==> src/hdl/bmf_pkg.sv <==
// bmf_pkg: shared types, constants and the reciprocal table of the box mean filter
// used by bmf_line_store, bmf_divide and box_mean_filter_top; depends on nothing
`default_nettype none

package bmf_pkg;

  localparam int PIX_W     = 8;    // grey pixel width
  localparam int RAD_W     = 2;    // window radius register width
  localparam int FW_W      = 11;   // frame width register width
  localparam int FH_W      = 13;   // frame height register width
  localparam int CFG_W     = 13;   // config write data width
  localparam int CFG_A_W   = 2;    // config register index width
  localparam int CMP_W     = 13;   // width of position compares
  localparam int ROW_W     = 12;   // row counter width
  localparam int MAX_HEIGHT = 4096;
  localparam int D_W       = 3;    // window side minus one, up to 6
  localparam int CSUM_W    = 11;   // up to 7 pixels
  localparam int WSUM_W    = 14;   // up to 49 pixels
  localparam int RECIP_W   = 21;
  localparam int RECIP_SH  = 20;
  localparam int PROD_W    = WSUM_W + RECIP_W;

  // register indexes
  localparam logic [CFG_A_W-1:0] REG_RADIUS = 2'd0;
  localparam logic [CFG_A_W-1:0] REG_WIDTH  = 2'd1;
  localparam logic [CFG_A_W-1:0] REG_HEIGHT = 2'd2;

  typedef struct packed {
    logic valid;  // a word occupies this stage
    logic res;    // the word yields a result
    logic last;   // final result of the frame
  } bmf_tag_t;

  // ceil(2^20 / (2r+1)^2); exact floor for every window sum that can occur
  function automatic logic [RECIP_W-1:0] recip(input logic [RAD_W-1:0] r);
    logic [RECIP_W-1:0] m;
    begin
      case (r)
        2'd0:    m = 21'd1048576;
        2'd1:    m = 21'd116509;
        2'd2:    m = 21'd41944;
        default: m = 21'd21400;
      endcase
      return m;
    end
  endfunction

endpackage

`default_nettype wire

==> src/hdl/bmf_divide.sv <==
// bmf_divide: floor division of the window sum by the window area
// reciprocal multiply; depends on bmf_pkg
`default_nettype none

module bmf_divide (
  input  wire logic                        clk,
  input  wire logic                        rst_n,
  input  wire logic                        adv,
  input  wire logic [bmf_pkg::WSUM_W-1:0]  winsum,
  input  wire logic [bmf_pkg::RAD_W-1:0]   radius,
  input  wire bmf_pkg::bmf_tag_t           tag_in,
  output logic      [bmf_pkg::PIX_W-1:0]   mean,
  output bmf_pkg::bmf_tag_t                tag_out
);
  import bmf_pkg::*;

  logic [PROD_W-1:0] prod_r;
  bmf_tag_t          tag_r;

  always_ff @(posedge clk) begin
    if (!rst_n) begin
      tag_r <= '0;
    end else if (adv) begin
      tag_r <= tag_in;
    end
  end

  always_ff @(posedge clk) begin
    if (adv) begin
      prod_r <= PROD_W'(winsum) * PROD_W'(recip(radius));
    end
  end

  assign mean    = prod_r[RECIP_SH +: PIX_W];
  assign tag_out = tag_r;

  a_mean_fits: assert property (@(posedge clk) disable iff (!rst_n)
    tag_r.valid && tag_r.res |-> prod_r[PROD_W-1:RECIP_SH+PIX_W] == '0)
    else $error("mean exceeds pixel range");

endmodule

`default_nettype wire

==> config.mk <==
export PLATFORM = sky130hd
export DESIGN_NAME = bmf_divide
export DESIGN_NICKNAME = d
export VERILOG_FILES = /design/src/hdl/bmf_pkg.sv /design/src/hdl/bmf_divide.sv
export SDC_FILE = /design/constraint.sdc
export NUM_CORES = 1
export LEC_CHECK = 0
export ABC_AREA = 1
export BUFFER_PORTS_ARGS = -buffer_cell sky130_fd_sc_hd__buf_2
export CORE_UTILIZATION = 63
export DETAILED_ROUTE_END_ITERATION = 8
export PLACE_DENSITY = 0.81
export SETUP_SLACK_MARGIN = 0.5
export SLEW_MARGIN = 20
export SYNTH_ARGS = -nofsm -noshare
export SYNTH_HDL_FRONTEND = slang
export SYNTH_SLANG_ARGS = --single-unit
==> constraint.sdc <==
create_clock -name clk -period 19.35 [get_ports clk]
set_clock_uncertainty 0.1 [all_clocks]
set_input_delay 4.8375 -clock clk [delete_from_list [all_inputs] [get_ports clk]]
set_output_delay 4.8375 -clock clk [all_outputs]
set_load 0.1 [all_outputs]
; ---- Word level (Yosys, flattened, before mapping)
; Index checks and enable logic that the tools add are counted.
[op_classes]
n_mul = 1
n_eq_ne = 2
n_mux = 2
n_reduce_logical = 1
[ops]
columns = operator, n
row1 = case mux 21 bit (3 select lines), 1
row2 = multiplier 14 x 21 -> 28 bit, 1
row3 = 2-to-1 mux 21 bit, 1
row4 = "equality test 2 x 1 -> 1 bit, second input constant", 1
row5 = "equality test 2 bit, second input constant", 1
row6 = logical NOT 2 bit, 1
[word_totals]
register_bits = 31
input_bits = 22
out_inout_bits = 11
elab_cells = 10

; ---- Depth between registers and ports, before layout
[depth]
ltp_word = 4
ltp_mapped = 31
ltp_nobuf = 29

; ---- Least setup slack after synthesis
; OpenSTA, ideal clock, no wires.
[synth_path]
kind = input to register
startpoint = in radius[0] (netlist name)
endpoint = reg prod_r[27] (data pin)
arrival_time_ns = 10.019
slack_ns = 8.979
stages = 24
path_cell_list = clkbuf_1 inv_1 ha_1 clkbuf_1 nand2_1 fa_1 inv_1 fa_1 inv_1 fa_1 inv_1 fa_1 fa_1 fa_1 ha_1 nand2_1 inv_1 nand2_1 nor3_2 nand2_1 a21oi_1 nor2_1 nand2_1 nand2_1
[synth_via]
elab_chain_len = 4
word_cells_on_any_way = 6
[synth_lines]
columns = element, line
row1 = "start, declared", bmf_divide.sv:10  ; input wire logic [bmf_pkg::RAD_W-1:0] radius,
row2 = "equality test 2 bit, or another cell as far along", bmf_pkg.sv:38  ; case (r)
row3 = case mux 21 bit (3 select lines) (*), bmf_pkg.sv:38
row4 = 2-to-1 mux 21 bit (*), bmf_divide.sv:29  ; if (adv) begin
row5 = multiplier 14 x 21 -> 28 bit (*), bmf_divide.sv:30  ; prod_r <= PROD_W'(winsum) * PROD_W'(recip(radius));
row6 = "end signal, assigned", bmf_divide.sv:30
row7 = "end, declared", bmf_divide.sv:17  ; logic [PROD_W-1:0] prod_r;
; Every way passes the cells marked *; elsewhere a longest branch is shown, timed or not. The select of a mux whose other input is x is not followed.
; A chain may end at the register's enable or synchronous reset.

; ---- Final worst setup path
; Same ends and word-level chain as after synthesis.

==> results.yml <==
floorplanning:
  die_h_um: 109
  rows: 38
  dieArea_um2: 11900
  core-area_um2: 11000
  initial_utilization_pct: 65.5
  ioPinCount: 33
  die_x_um: 109
synth:
  synth_edf_count: 8
  ys_ff_latch: 11
  synth_top_family_by_area: "adder cells"
  synth_seq_area_share_pct: 4.17
  synthMuxAreaShare_pct: 0
  synthAdderAreaFrac_pct: 57.2
  synth_nets: 1212
  synth_compound_area_share_pct: 3.51
  yosys.area_share.simple_pct: 18.2
  ys_warn_count: 0
  synth-xor-area-share_pct: 0.365
  async_flop_share_pct: 0
  synth_ff_type: "edfxtp_1"
  postSynthCellCount: 943
  syn_avg_cell_area_um2: 7.63
  synth_cell_types: 27
  netlist_area_um2: 7200
place:
  dpl.hpwl_mm: 15.4
  portBuffers: 32
  dp.cells: 1104
  place.gp.congestion: 0.966
power_and_ir_drop:
  p_leak_uw: 0.00485
  vdd_drop_max_uv: 280
  power_uw: 1180
  power_density_nw_per_um2: 156
clocking:
  cts_resized: 0
  ctsHoldBuffers: 0
  path_clk_slew_ps: 40
  root_buffer: "clkbuf_16"
  numCtsBuffers: 3
  post_cts_buffers: 0
  clock_sinks: 11
  h-tree-depth: 1
  cts_tree: "done"
  clockBufferDepth: 2
  worstSkewPairLatency_ps: 240
worst_setup_path:
  criticalPathCategory: "in -> reg"
  worst_ep_arrival_time_ps: 10760
  worst-path-max-fanout: 17
  required_ps: 19250
  rrSetupSlack_ps: 18640
  start_kind: "primary input"
  worst_setup_path_end_kind: "register"
drt:
  avgRoutedWirePerCell_um: 15.5
  drtIter0Drc: 348
  highest-signal-layer: "met4"
  route.detailed.drc: 0
  antenna_left: 0
  wl_met3_mm: 1.38
  vias_per_cell: 5.24
  wl_mm: 17.1
  wl_met2_mm: 7.74
  wl_met1_mm: 7.50
  dr_total_vias: 5808
  dr.pass1.iters: 6
worst_hold_path:
  min-delay-path-class: "reg -> reg"
grt:
  grt.total_usage_pct: 32.1
  antenna_found_initial: 0
  grt_max_degree: 18
  grt_pass1_wl_mm: 28.7
  grt_pass1_vias: 5903
  grt.overflow.total: 0
layout:
  final_common_cell: "inv_1"
  num-fill-cells: 909
  fin_cells: 1108
  antenna_cells: 0
  layout.nets: 1238
  areaGrowthSynthToFinish_pct: 5.15
  drive_gt1_share_pct: 4.24
  layout_common_cells: "inv_1 (305), nand2_1 (218), fa_1 (137)"
timing:
  fin_hold_ws_ps: 406
  tns_ps: 0
  period_share_pct: 56.1
  relSlewSlack_pct: 56.7
  tightestPinTransition_ps: 650
  fmax_mhz: 92.0
  period_minus_slack_ps: 10860
  hold_viol: 0
  slew_viol_final: 0
  grt_setup_unrepaired: "no"
  setup_viol: 0
status:
  status: "complete, no violations"
flow_run:
  cap_violations: 0
final cells by class:
type                       count  area [µm²]  share of cell area, %
tap                          140         175                   2.31
inverter                     305        1140                   15.1
multi-input combinational    616        5710                   75.4
timing repair buffer          32         160                   2.12
clock buffer                   4        78.8                   1.04
sequential                    11         300                   3.97
sequential cells by signal, summed over array words and instances, names as in the netlist:
name / count
prod_r: 8
tag_out: 3
synth_stat cells (4+ instances only):
master,instances,area [µm²]
inv_1,305,1140
a21oi_1,23,115
clkbuf_1,9,33.8
o21ai_0,13,65.1
nor2_1,53,199
nand2_1,218,818
a21o_1,4,30.0
nand3_1,23,115
fa_1,137,2740
nor3_1,8,40.0
ha_1,110,1380
nand4_1,9,56.3
edfxtp_1,8,240
final timing paths:
check	end	cells past startpoint	from
max	prod_r[27]	25	radius[0]
min	tag_out[1]	2	tag_out[1]
max reg2reg	tag_out[2]	2	tag_out[2]
min reg2reg	tag_out[1]	2	tag_out[1]
routing by layer:
layer | vias to the layer above | track usage (%)
li1 | 2796 | -
met5 | - | 0
met2 | 262 | 51.3
met4 | 0 | 8.20
met1 | 2706 | 45.4
met3 | 44 | 5.62
cells by family (layout without fill, tap and decap cells):
group	Yosys count	after routing
XOR/XNOR	3	3
AO/OA/AOI/OAI	46	46
buffers and inverters	316	341
AND/OR/NAND/NOR	320	320
adder cells (fa/ha/maj)	247	247
flip-flops	11	11
worst max-delay path, stage by stage:
cell and delay [ps]:
buf_2 220, inv_1 160, ha_1 580, nor2_1 110, inv_1 260, nand2_1 130
fa_1 540, inv_1 50, fa_1 470, fa_1 590, fa_1 440, fa_1 500
inv_1 70, fa_1 480, inv_1 40, ha_1 310, nand2_1 90, nor2_1 110
inv_1 70, nor3_1 250, nand2_1 80, a21oi_1 170, nor2_1 80, nand2_1 70
nand2_1 40
through the flow:
step                instance area (µm²)  utilization [%]  worst slack, ps
floorplan                          7200                -             8980
CTS                                7570             68.9             8570
detailed placement                 7490             68.2             8360
finish                             7570             68.9             8490
global placement                   7490             68.2             8380
global route                       7570             68.9             8160
power breakdown:
group	total (µW)	internal [µW]	switching, µW
logic	1090	378	712
clock network	38.3	27.7	10.6
registers	55.7	51.9	3.85
total	1180	457	726
(Power assumes the default switching activity.)
